--- config.mk ---
export PLATFORM = sky130hd
export DESIGN_NAME = adaptive_damped_position_approach
export DESIGN_NICKNAME = d
export VERILOG_FILES = /design/src/rtl/adpa_pkg.sv /design/src/rtl/adpa_mac.sv /design/src/rtl/adpa_div.sv /design/src/rtl/adaptive_damped_position_approach.sv
export VERILOG_INCLUDE_DIRS = /design/src /design/src/rtl
export SDC_FILE = /design/constraint.sdc
export NUM_CORES = 2
export LEC_CHECK = 0
export ABC_AREA = 1
export BUFFER_PORTS_ARGS = -buffer_cell sky130_fd_sc_hd__buf_4
export CAP_MARGIN = 5
export CORE_ASPECT_RATIO = 1.75
export CORE_UTILIZATION = 50
export CTS_BUF_LIST = sky130_fd_sc_hd__clkbuf_2 sky130_fd_sc_hd__clkbuf_4 sky130_fd_sc_hd__clkbuf_8
export DETAILED_ROUTE_END_ITERATION = 10
export PLACE_DENSITY = 0.64
export SYNTH_ARGS = -nofsm -noshare
export SYNTH_HDL_FRONTEND = slang
export SYNTH_SLANG_ARGS = --single-unit
--- constraint.sdc ---
create_clock -name clk_i -period 4.57 [get_ports clk_i]
set_input_delay 0.2285 -clock clk_i [delete_from_list [all_inputs] [get_ports clk_i]]
set_output_delay 0.2285 -clock clk_i [all_outputs]
set_load 0.02 [all_outputs]
--- src/rtl/adaptive_damped_position_approach_macros.svh ---
// Assertion macros for the damped position approach block.
// No dependencies; included by files that carry concurrent checks.
`ifndef ADAPTIVE_DAMPED_POSITION_APPROACH_MACROS_SVH
`define ADAPTIVE_DAMPED_POSITION_APPROACH_MACROS_SVH

`ifndef NO_ASSERTIONS
// Property that must hold at every clock edge out of reset.
`define ADPA_ASSERT(lbl, prop, msg) \
  lbl: assert property (@(posedge clk_i) disable iff (!rst_ni) prop) else $error(msg);
// Antecedent in one cycle, consequent in the next.
`define ADPA_ASSERT_NEXT(lbl, ante, cons, msg) \
  lbl: assert property (@(posedge clk_i) disable iff (!rst_ni) (ante) |=> (cons)) \
    else $error(msg);
`else
`define ADPA_ASSERT(lbl, prop, msg)
`define ADPA_ASSERT_NEXT(lbl, ante, cons, msg)
`endif

`endif

--- src/rtl/adpa_pkg.sv ---
// Shared widths, constants, state encoding and command structs for the
// damped position approach block. No dependencies.
package adpa_pkg;

  localparam int GOAL_W  = 16;
  localparam int STEP_W  = 16;
  localparam int POS_W   = 32;
  localparam int FRAC_W  = 16;
  localparam int ERR_W   = 34;
  localparam int ABS_W   = 33;
  localparam int GSUM_W  = ABS_W + 1;
  localparam int GAIN_W  = 19;
  localparam int ACC_W   = 53;
  localparam int MPL_W   = 19;
  localparam int REM_W   = 51;
  localparam int QUO_W   = 32;
  localparam int DLT_W   = 45;
  localparam int SUM_W   = 46;
  localparam int CNT_W   = 6;
  localparam int RND_W   = 8;

  localparam logic [GAIN_W-1:0] GAIN_MIN  = 19'd32768;
  localparam logic [GAIN_W-1:0] GAIN_MAX  = 19'd327680;
  localparam logic [GAIN_W-1:0] GAIN_BIAS = 19'd65536;
  localparam logic [MPL_W-1:0]  DAMP_K    = 19'd9830;
  localparam logic [ABS_W-1:0]  ERR_LIM   = 33'd6553;
  localparam logic signed [POS_W-1:0] SPD_LIM = 32'sd13107;
  localparam logic [CNT_W-1:0]  DIV_STEPS = 6'd32;

  typedef enum logic {
    FUNC_START = 1'b0,
    FUNC_TICK  = 1'b1
  } func_e;

  typedef enum logic [3:0] {
    S_IDLE,
    S_ERR,
    S_ABS,
    S_GAIN,
    S_MUL1,
    S_MUL1W,
    S_MUL2,
    S_MUL2W,
    S_DIV,
    S_DIVW,
    S_DECIDE,
    S_ADV,
    S_ADVW,
    S_RND,
    S_POS,
    S_EMIT
  } state_e;

  typedef struct packed {
    logic                    load;
    logic                    clear;
    logic signed [ACC_W-1:0] mcand;
    logic [MPL_W-1:0]        mplier;
  } mac_cmd_t;

  typedef struct packed {
    logic                    load;
    logic signed [ACC_W-1:0] dividend;
    logic [GAIN_W-1:0]       divisor;
  } div_cmd_t;

endpackage

--- src/rtl/adpa_mac.sv ---
// Bit-serial shift-add multiply-accumulate, one multiplier bit per cycle.
// Depends on adpa_pkg.
module adpa_mac (
  input  logic                             clk_i,
  input  logic                             rst_ni,
  input  adpa_pkg::mac_cmd_t               cmd_i,
  output logic                             busy_o,
  output logic signed [adpa_pkg::ACC_W-1:0] acc_o
);
  import adpa_pkg::*;

  logic signed [ACC_W-1:0] acc_q;
  logic signed [ACC_W-1:0] mcand_q;
  logic [MPL_W-1:0]        mplier_q;

  // busy until the remaining multiplier bits run out
  assign busy_o = |mplier_q;
  assign acc_o  = acc_q;

  always_ff @(posedge clk_i or negedge rst_ni) begin
    if (!rst_ni) begin
      mplier_q <= '0;
    end else if (cmd_i.load) begin
      mplier_q <= cmd_i.mplier;
    end else if (busy_o) begin
      mplier_q <= mplier_q >> 1;
    end
  end

  always_ff @(posedge clk_i) begin
    if (cmd_i.load) begin
      mcand_q <= cmd_i.mcand;
      if (cmd_i.clear) begin
        acc_q <= '0;
      end
    end else if (busy_o) begin
      if (mplier_q[0]) begin
        acc_q <= acc_q + mcand_q;
      end
      mcand_q <= mcand_q <<< 1;
    end
  end

endmodule

--- src/rtl/adpa_div.sv ---
// Restoring divider, one quotient bit per cycle, truncation toward zero
// and saturation to 32-bit signed. Depends on adpa_pkg.
module adpa_div (
  input  logic                              clk_i,
  input  logic                              rst_ni,
  input  adpa_pkg::div_cmd_t                cmd_i,
  output logic                              busy_o,
  output logic signed [adpa_pkg::QUO_W-1:0] quo_o
);
  import adpa_pkg::*;

  logic [CNT_W-1:0] cnt_q;
  logic [REM_W-1:0] rem_q;
  logic [REM_W-1:0] dsr_q;
  logic [QUO_W-1:0] quo_q;
  logic             neg_q;
  logic [ACC_W-1:0] mag;
  logic             ge;

  assign busy_o = |cnt_q;
  assign mag    = cmd_i.dividend[ACC_W-1] ? ACC_W'(-cmd_i.dividend) : cmd_i.dividend;
  assign ge     = rem_q >= dsr_q;

  always_ff @(posedge clk_i or negedge rst_ni) begin
    if (!rst_ni) begin
      cnt_q <= '0;
    end else if (cmd_i.load) begin
      cnt_q <= DIV_STEPS;
    end else if (busy_o) begin
      cnt_q <= cnt_q - 1'b1;
    end
  end

  always_ff @(posedge clk_i) begin
    if (cmd_i.load) begin
      neg_q <= cmd_i.dividend[ACC_W-1];
      rem_q <= mag[REM_W-1:0];
      // first trial is the divisor weighted by 2^31: a one there means overflow
      dsr_q <= REM_W'({cmd_i.divisor, {(QUO_W-1){1'b0}}});
    end else if (busy_o) begin
      if (ge) begin
        rem_q <= rem_q - dsr_q;
      end
      dsr_q <= dsr_q >> 1;
      quo_q <= {quo_q[QUO_W-2:0], ge};
    end
  end

  always_comb begin
    if (quo_q[QUO_W-1]) begin
      quo_o = neg_q ? {1'b1, {(QUO_W-1){1'b0}}} : {1'b0, {(QUO_W-1){1'b1}}};
    end else begin
      quo_o = neg_q ? -quo_q : quo_q;
    end
  end

endmodule

--- src/rtl/adaptive_damped_position_approach.sv ---
// Two-axis damped position approach, Q16.16; uses adpa_pkg, adpa_mac, adpa_div, macros.
// For a tick while moving, the time from input transfer to result transfer is set by the
// shared bit-serial MAC (up to 19 + 14 + 16 bits per axis) and the 32-step restoring divider
// per axis. One item at a time: no new input is taken until the last result has been loaded
// into the output register, and a finished item waits while the output is held.
// Reset (async, active low): offsets, velocities, goals zero; loop idle; no result.
`include "adaptive_damped_position_approach_macros.svh"

module adaptive_damped_position_approach (
  input  logic        clk_i,
  input  logic        rst_ni,
  // slave side
  input  logic        s_axis_tvalid,
  output logic        s_axis_tready,
  input  logic [47:0] s_axis_tdata,   // goal_x[15:0], goal_y[31:16], step_size[47:32]
  input  logic [0:0]  s_axis_tuser,   // func[0]
  // master side
  output logic        m_axis_tvalid,
  input  logic        m_axis_tready,
  output logic [63:0] m_axis_tdata,   // offset_x[31:0], offset_y[63:32]
  output logic [1:0]  m_axis_tuser    // moving[0], done_res[1]
);
  import adpa_pkg::*;

  state_e state_q, state_d;

  // architectural state
  logic signed [GOAL_W-1:0] goal_x_q, goal_y_q;
  logic signed [POS_W-1:0]  pos_x_q, pos_y_q;
  logic signed [POS_W-1:0]  spd_x_q, spd_y_q;
  logic                     active_q;
  logic                     done_q;
  logic                     ax_q;      // 0 = x axis, 1 = y axis

  // per-tick scratch
  logic [STEP_W-1:0]        step_q;
  logic signed [ERR_W-1:0]  err_q;
  logic [ABS_W-1:0]         abs_q;
  logic [GAIN_W-1:0]        gain_q;
  logic [1:0]               err_ok_q;
  logic [1:0]               spd_ok_q;
  logic signed [DLT_W-1:0]  delta_q;

  // output register
  logic                     out_vld_q;
  logic [POS_W-1:0]         out_x_q, out_y_q;
  logic                     out_mov_q, out_done_q;

  logic                     in_xfer;
  func_e                    in_func;
  logic                     out_load;
  logic                     all_ok;

  logic signed [GOAL_W-1:0] cur_goal;
  logic signed [POS_W-1:0]  cur_pos;
  logic signed [POS_W-1:0]  cur_spd;
  logic [GSUM_W-1:0]        gsum;
  logic [GAIN_W-1:0]        gain_c;
  logic [ACC_W-1:0]         biased;
  logic [SUM_W-1:0]         psum;
  logic                     povf;
  logic signed [POS_W-1:0]  pos_new;

  mac_cmd_t                 mac_cmd;
  logic                     mac_busy;
  logic signed [ACC_W-1:0]  mac_acc;
  div_cmd_t                 div_cmd;
  logic                     div_busy;
  logic signed [QUO_W-1:0]  div_quo;

  adpa_mac u_mac (
    .clk_i  (clk_i),
    .rst_ni (rst_ni),
    .cmd_i  (mac_cmd),
    .busy_o (mac_busy),
    .acc_o  (mac_acc)
  );

  adpa_div u_div (
    .clk_i  (clk_i),
    .rst_ni (rst_ni),
    .cmd_i  (div_cmd),
    .busy_o (div_busy),
    .quo_o  (div_quo)
  );

  assign in_xfer = s_axis_tvalid && s_axis_tready;
  assign in_func = func_e'(s_axis_tuser[0]);

  // axis select
  assign cur_goal = ax_q ? goal_y_q : goal_x_q;
  assign cur_pos  = ax_q ? pos_y_q  : pos_x_q;
  assign cur_spd  = ax_q ? spd_y_q  : spd_x_q;

  // gain = |err| + |err|/2, clamped to [0.5, 5]
  assign gsum = {1'b0, abs_q} + {2'b00, abs_q[ABS_W-1:1]};
  always_comb begin
    priority if (gsum < GSUM_W'(GAIN_MIN)) begin
      gain_c = GAIN_MIN;
    end else if (gsum > GSUM_W'(GAIN_MAX)) begin
      gain_c = GAIN_MAX;
    end else begin
      gain_c = gsum[GAIN_W-1:0];
    end
  end

  // advance: product / 256 toward zero, then saturating add
  assign biased = mac_acc + {{(ACC_W-RND_W){1'b0}}, {RND_W{mac_acc[ACC_W-1]}}};
  assign psum   = {{(SUM_W-POS_W){cur_pos[POS_W-1]}}, cur_pos}
                + {{(SUM_W-DLT_W){delta_q[DLT_W-1]}}, delta_q};
  assign povf   = !((&psum[SUM_W-1:POS_W-1]) || !(|psum[SUM_W-1:POS_W-1]));
  always_comb begin
    if (povf) begin
      pos_new = psum[SUM_W-1] ? {1'b1, {(POS_W-1){1'b0}}} : {1'b0, {(POS_W-1){1'b1}}};
    end else begin
      pos_new = psum[POS_W-1:0];
    end
  end

  assign all_ok = (&err_ok_q) && (&spd_ok_q);

  // ---------------------------------------------------------------------
  // Sequencer
  // ---------------------------------------------------------------------
  always_ff @(posedge clk_i or negedge rst_ni) begin
    if (!rst_ni) begin
      state_q <= S_IDLE;
    end else begin
      state_q <= state_d;
    end
  end

  always_comb begin
    state_d        = state_q;
    s_axis_tready  = 1'b0;
    out_load       = 1'b0;
    mac_cmd        = '0;
    div_cmd        = '0;
    unique case (state_q)
      S_IDLE: begin
        s_axis_tready = 1'b1;
        if (s_axis_tvalid) begin
          if (in_func == FUNC_TICK && active_q) begin
            state_d = S_ERR;
          end else begin
            state_d = S_EMIT;
          end
        end
      end
      S_ERR:  state_d = S_ABS;
      S_ABS:  state_d = S_GAIN;
      S_GAIN: state_d = S_MUL1;
      S_MUL1: begin
        // gain * velocity
        mac_cmd.load   = 1'b1;
        mac_cmd.clear  = 1'b1;
        mac_cmd.mcand  = {{(ACC_W-POS_W){cur_spd[POS_W-1]}}, cur_spd};
        mac_cmd.mplier = gain_q;
        state_d        = S_MUL1W;
      end
      S_MUL1W: if (!mac_busy) state_d = S_MUL2;
      S_MUL2: begin
        // + 0.15 * error
        mac_cmd.load   = 1'b1;
        mac_cmd.mcand  = {{(ACC_W-ERR_W){err_q[ERR_W-1]}}, err_q};
        mac_cmd.mplier = DAMP_K;
        state_d        = S_MUL2W;
      end
      S_MUL2W: if (!mac_busy) state_d = S_DIV;
      S_DIV: begin
        div_cmd.load     = 1'b1;
        div_cmd.dividend = mac_acc;
        div_cmd.divisor  = gain_q + GAIN_BIAS;
        state_d          = S_DIVW;
      end
      S_DIVW: begin
        if (!div_busy) begin
          state_d = ax_q ? S_DECIDE : S_ERR;
        end
      end
      S_DECIDE: state_d = all_ok ? S_EMIT : S_ADV;
      S_ADV: begin
        mac_cmd.load   = 1'b1;
        mac_cmd.clear  = 1'b1;
        mac_cmd.mcand  = {{(ACC_W-POS_W){cur_spd[POS_W-1]}}, cur_spd};
        mac_cmd.mplier = {{(MPL_W-STEP_W){1'b0}}, step_q};
        state_d        = S_ADVW;
      end
      S_ADVW: if (!mac_busy) state_d = S_RND;
      S_RND:  state_d = S_POS;
      S_POS:  state_d = ax_q ? S_EMIT : S_ADV;
      S_EMIT: begin
        if (!out_vld_q || m_axis_tready) begin
          out_load = 1'b1;
          state_d  = S_IDLE;
        end
      end
      default: state_d = S_IDLE;
    endcase
  end

  // ---------------------------------------------------------------------
  // Architectural state
  // ---------------------------------------------------------------------
  always_ff @(posedge clk_i or negedge rst_ni) begin
    if (!rst_ni) begin
      goal_x_q <= '0;
      goal_y_q <= '0;
      pos_x_q  <= '0;
      pos_y_q  <= '0;
      spd_x_q  <= '0;
      spd_y_q  <= '0;
      active_q <= 1'b0;
      done_q   <= 1'b0;
      ax_q     <= 1'b0;
    end else begin
      unique case (state_q)
        S_IDLE: begin
          if (in_xfer) begin
            done_q <= 1'b0;
            ax_q   <= 1'b0;
            if (in_func == FUNC_START) begin
              goal_x_q <= s_axis_tdata[15:0];
              goal_y_q <= s_axis_tdata[31:16];
              pos_x_q  <= '0;
              pos_y_q  <= '0;
              spd_x_q  <= '0;
              spd_y_q  <= '0;
              active_q <= 1'b1;
            end
          end
        end
        S_DIVW: begin
          if (!div_busy) begin
            if (ax_q) begin
              spd_y_q <= div_quo;
            end else begin
              spd_x_q <= div_quo;
            end
            ax_q <= ~ax_q;
          end
        end
        S_DECIDE: begin
          // close enough and slow enough: snap to the goal
          if (all_ok) begin
            pos_x_q  <= {goal_x_q, {FRAC_W{1'b0}}};
            pos_y_q  <= {goal_y_q, {FRAC_W{1'b0}}};
            spd_x_q  <= '0;
            spd_y_q  <= '0;
            active_q <= 1'b0;
            done_q   <= 1'b1;
          end
        end
        S_POS: begin
          if (ax_q) begin
            pos_y_q <= pos_new;
          end else begin
            pos_x_q <= pos_new;
          end
          ax_q <= ~ax_q;
        end
        default: ;
      endcase
    end
  end

  // ---------------------------------------------------------------------
  // Per-tick scratch registers
  // ---------------------------------------------------------------------
  always_ff @(posedge clk_i) begin
    if (state_q == S_IDLE && in_xfer) begin
      step_q <= s_axis_tdata[47:32];
    end
    if (state_q == S_ERR) begin
      err_q <= {{2{cur_goal[GOAL_W-1]}}, cur_goal, {FRAC_W{1'b0}}}
             - {{(ERR_W-POS_W){cur_pos[POS_W-1]}}, cur_pos};
    end
    if (state_q == S_ABS) begin
      abs_q <= err_q[ERR_W-1] ? ABS_W'(-err_q) : err_q[ABS_W-1:0];
    end
    if (state_q == S_GAIN) begin
      gain_q         <= gain_c;
      err_ok_q[ax_q] <= abs_q <= ERR_LIM;   // 10*|err| < 1.0
    end
    if (state_q == S_DIVW && !div_busy) begin
      spd_ok_q[ax_q] <= (div_quo >= -SPD_LIM) && (div_quo <= SPD_LIM);  // 5*|v| < 1.0
    end
    if (state_q == S_RND) begin
      delta_q <= biased[ACC_W-1:RND_W];
    end
  end

  // ---------------------------------------------------------------------
  // Output register: holds one result while the next item is worked on
  // ---------------------------------------------------------------------
  always_ff @(posedge clk_i or negedge rst_ni) begin
    if (!rst_ni) begin
      out_vld_q <= 1'b0;
    end else if (out_load) begin
      out_vld_q <= 1'b1;
    end else if (m_axis_tready) begin
      out_vld_q <= 1'b0;
    end
  end

  always_ff @(posedge clk_i) begin
    if (out_load) begin
      out_x_q    <= pos_x_q;
      out_y_q    <= pos_y_q;
      out_mov_q  <= active_q;
      out_done_q <= done_q;
    end
  end

  assign m_axis_tvalid = out_vld_q;
  assign m_axis_tdata  = {out_y_q, out_x_q};
  assign m_axis_tuser  = {out_done_q, out_mov_q};

  // ---------------------------------------------------------------------
  // Checks
  // ---------------------------------------------------------------------
  `ADPA_ASSERT(a_done_not_moving,
               m_axis_tvalid |-> !(m_axis_tuser[1] && m_axis_tuser[0]),
               "done result still marked moving")
  `ADPA_ASSERT_NEXT(a_snap_to_goal, state_q == S_DECIDE && all_ok,
                    pos_x_q[POS_W-1:FRAC_W] == goal_x_q && pos_y_q[POS_W-1:FRAC_W] == goal_y_q
                    && spd_x_q == 0 && spd_y_q == 0 && !active_q,
                    "snap did not land on goal")
  `ADPA_ASSERT(a_mac_free_on_load, mac_cmd.load |-> !mac_busy, "MAC loaded while busy")
  `ADPA_ASSERT(a_div_free_on_load, div_cmd.load |-> !div_busy, "divider loaded while busy")
  `ADPA_ASSERT_NEXT(a_idle_tick_holds,
                    in_xfer && s_axis_tuser[0] == FUNC_TICK && !active_q,
                    $stable(pos_x_q) && $stable(pos_y_q) && !active_q,
                    "idle tick moved the offsets")

endmodule

==> results.toml <==
[clocking]
clkTransAtPathRegs_ns = 0.08
clockBufferDepth = 3
clk_latency_ns = 0.81
cts.sinks = 649
cts_htree_levels = 3
numCtsBuffers = 97
cts_tree = "built"
clockRootBuffer = "clkbuf_8"
post-cts-setup-buffers = 0

[setup_path]
crit_chain = "ha_1 > nand2_1 > o21ai_1 > a21oi_1 > o21ai_1 > a21oi_1 > o21bai_1 > a21boi_1 > o21ai_0 > nand2_1 > nand3_1 > nand2_1 > nand2_2 > buf_12"
required_ns = 5.08
crit_top_cell = "nand2_1"
slowest_stage = "o21bai_1"
crit_family = "compound AO/OA/AOI/OAI gates"
startpoint_type = "register"
worst-endpoint-arrival_ns = 4.95
end_kind = "register"
path_buf_inv = 1
critical_path_class = "register to register"
worstSetupPathDepth = 14
crit_fanout = 19
cpPeakStageDelay_ns = 0.51
reg2reg_depth = 14

[logic_synthesis]
postSynthCellCount = 5517
ys_top_cells_by_area = "edfxtp_1 29%, nand2_1 12%, dfrtp_1 11%"
yosys_register_bits = 649
synth_cell_types = 73
netlist_area_um2 = 43300
yosysWarnings = 0
synthArstFlopShare_pct = 29.7
postSynthAreaPerCell_um2 = 7.86
syn_nets = 5819
synth_top_area_cell = "edfxtp_1"
ys_seq_area_share_pct = 42.0
synthFlopType = "edfxtp_1"
synth_top_area_share_pct = 29.4
synth_edf_count = 425

[timing]
final_max_slew_viol_count = 0
worst_pin_slew_ns = 1.05
maxSlewHeadroom_pct = 29.4
tns_ns = 0
hold_viol_final = 0
finalCritPeriodShare_pct = 97.2
period_minus_slack_ns = 4.44
rsz0062_at_grt = "false"
clock-skew-final_ns = 0.0527
clock.fmax_mhz = 225
finalSetupViolCount = 0

[layout]
layout_commonest_cell = "nand2_1"
post-route-util_pct = 57.0
fill_cells = 8185
layout_common_cells = "1,338 x nand2_1, 679 x inv_1, 601 x nor2_1, 425 x edfxtp_1, 412 x a21oi_1"
nets = 6073
drive_above_1_share_pct = 10.9
syn_to_final_growth_pct = 12.9

[route]
vias = 39846
wl_per_cell_um = 23.2
postRouteAntennaNets = 0
drt_first_pass_iters = 6
wirelength_um = 163000
drt_iter0_drc = 2812
drc_errors = 0
vias_per_cell = 5.68

[place]
place_congestion = 1.09
portBuffers = 120
dp_hpwl_um = 129000

[power_and_ir_drop]
p_leak_uw = 0.0217
irDropWorstVdd_uv = 495
powerDensity_nw_per_um2 = 908
finalPower_uw = 44400

[global_route]
antenna_found_initial = 11
grt_pass1_wl_um = 239000
grt_pass1_vias = 39619
globalRoute.totalOverflow = 0
grt_max_degree = 91
track_usage_pct = 37.2

[floorplanning]
die_area_um2 = 87900
core_area_um2 = 85800
io_pins = 121
start_util_pct = 50.5
rows = 142
dieHeight_um = 391
dieWidth_um = 225

[run_status]
status = "finished clean"

[hold_path]
holdPathStages = 2
hp-class = "input port to register"

[job]
drv_cap = 0
worst paths after layout:
path	start	endpoint	slack (ns)
setup / recovery	u_div.rem_q[2]$_DFFE_PP_	u_div.rem_q[35]$_DFFE_PP_	0.13
hold / removal	s_axis_tdata[33]	step_q[1]$_DFFE_PP_	0.14
setup reg to reg	u_div.rem_q[2]$_DFFE_PP_	u_div.rem_q[35]$_DFFE_PP_	0.13
hold reg to reg	done_q$_DFFE_PN0P_	out_done_q$_DFFE_PP_	0.46
max in group asynchronous	rst_ni	u_mac.mplier_q[9]$_DFFE_PN0P_	3.22
min in group asynchronous	rst_ni	spd_x_q[2]$_DFFE_PN0P_	0.43
registers in the layout (all words and copies together), names as in the netlist, 33 cells and up:
register / flops
u_div.rem_q: 51
u_mac.mcand_q: 53
err_q: 33
u_div.dsr_q: 50
u_mac.acc_o: 53
delta_q: 45
abs_q: 33
report_power, final:
group | switching (µW) | total [µW] | internal [µW]
Clock | 2510 | 5620 | 3110
Combinational | 18300 | 26800 | 8470
Sequential | 2140 | 12000 | 9830
Total | 23000 | 44400 | 21400
per-layer routing:
layer | track usage [%] | vias to the layer above | routed length (µm)
li1 | - | 19012 | -
met1 | 36.0 | 18663 | 54400
met2 | 65.7 | 1525 | 81100
met3 | 7.10 | 642 | 9150
met4 | 35.7 | 4 | 18100
met5 | 0 | - | 24
layout make-up:
class                           count  area [µm²]  area share, %
Inverter                          701        2630           5.38
Tap cell                         1152        1440           2.95
Clock buffer                      140        1740           3.55
Antenna cell                        8        20.0         0.0409
Clock inverter                     44         548           1.12
Multi-Input combinational cell   4035       21900           44.8
Timing Repair Buffer              287        2410           4.93
Sequential cell                   649       18200           37.2
synth_stat cells (6+ instances only):
library cell	instances
o21ai_2	10
ha_1	245
a21oi_1	412
o22a_1	6
o21ai_1	62
nor3_1	69
a21boi_0	6
nand3b_1	9
nand2_1	1341
o31ai_1	10
a21o_1	16
xnor2_1	61
mux2_2	32
o221ai_1	8
and3_1	8
nor2_2	22
a221oi_1	16
buf_1	6
nor2_1	612
xor2_1	128
dfrtp_1	193
o22ai_1	39
buf_4	8
nand3_1	191
nand4_1	52
dfxtp_1	31
inv_2	18
clkbuf_1	92
nand2_2	19
o21a_1	22
inv_1	680
or2_2	46
o211ai_1	33
nor4_1	39
edfxtp_1	425
buf_2	16
buf_6	7
nand3_2	35
o21bai_1	26
a31oi_1	43
o311ai_0	6
nor2_4	7
o21ai_0	335
a211oi_1	18
per-stage QoR:
stage	worst slack [ns]	instances	area, µm²	hold WS (ns)
6_report	0.129	7016	48900	0.136
4_1_cts	0.0672	7007	48900	0.0958
3_3_place_gp	-0.0590	6769	46000	0.245
5_1_grt	0.00407	7009	48900	0.130
2_1_floorplan	0.576	5517	43300	-0.0671
3_5_place_dp	0.0264	6769	46000	0.244
cell families after synthesis:
| group | share of synthesized area [%] |
|---|---|
| compound gates | 14.2 |
| flops | 42.0 |
| simple gates | 24.2 |
| xor+xnor | 3.86 |
| fa+ha+maj | 7.26 |
| buf+inv | 7.55 |
| mux | 0.831 |
timing repair:
action / CTS / global route
resized for setup: 1 / 4
pin swaps: 0 / 0
hold buffers: 54 / 0
endpoints found under the hold margin: 203 / 0
setup endpoints to repair: 12 / 62
(Power assumes the default switching activity.)
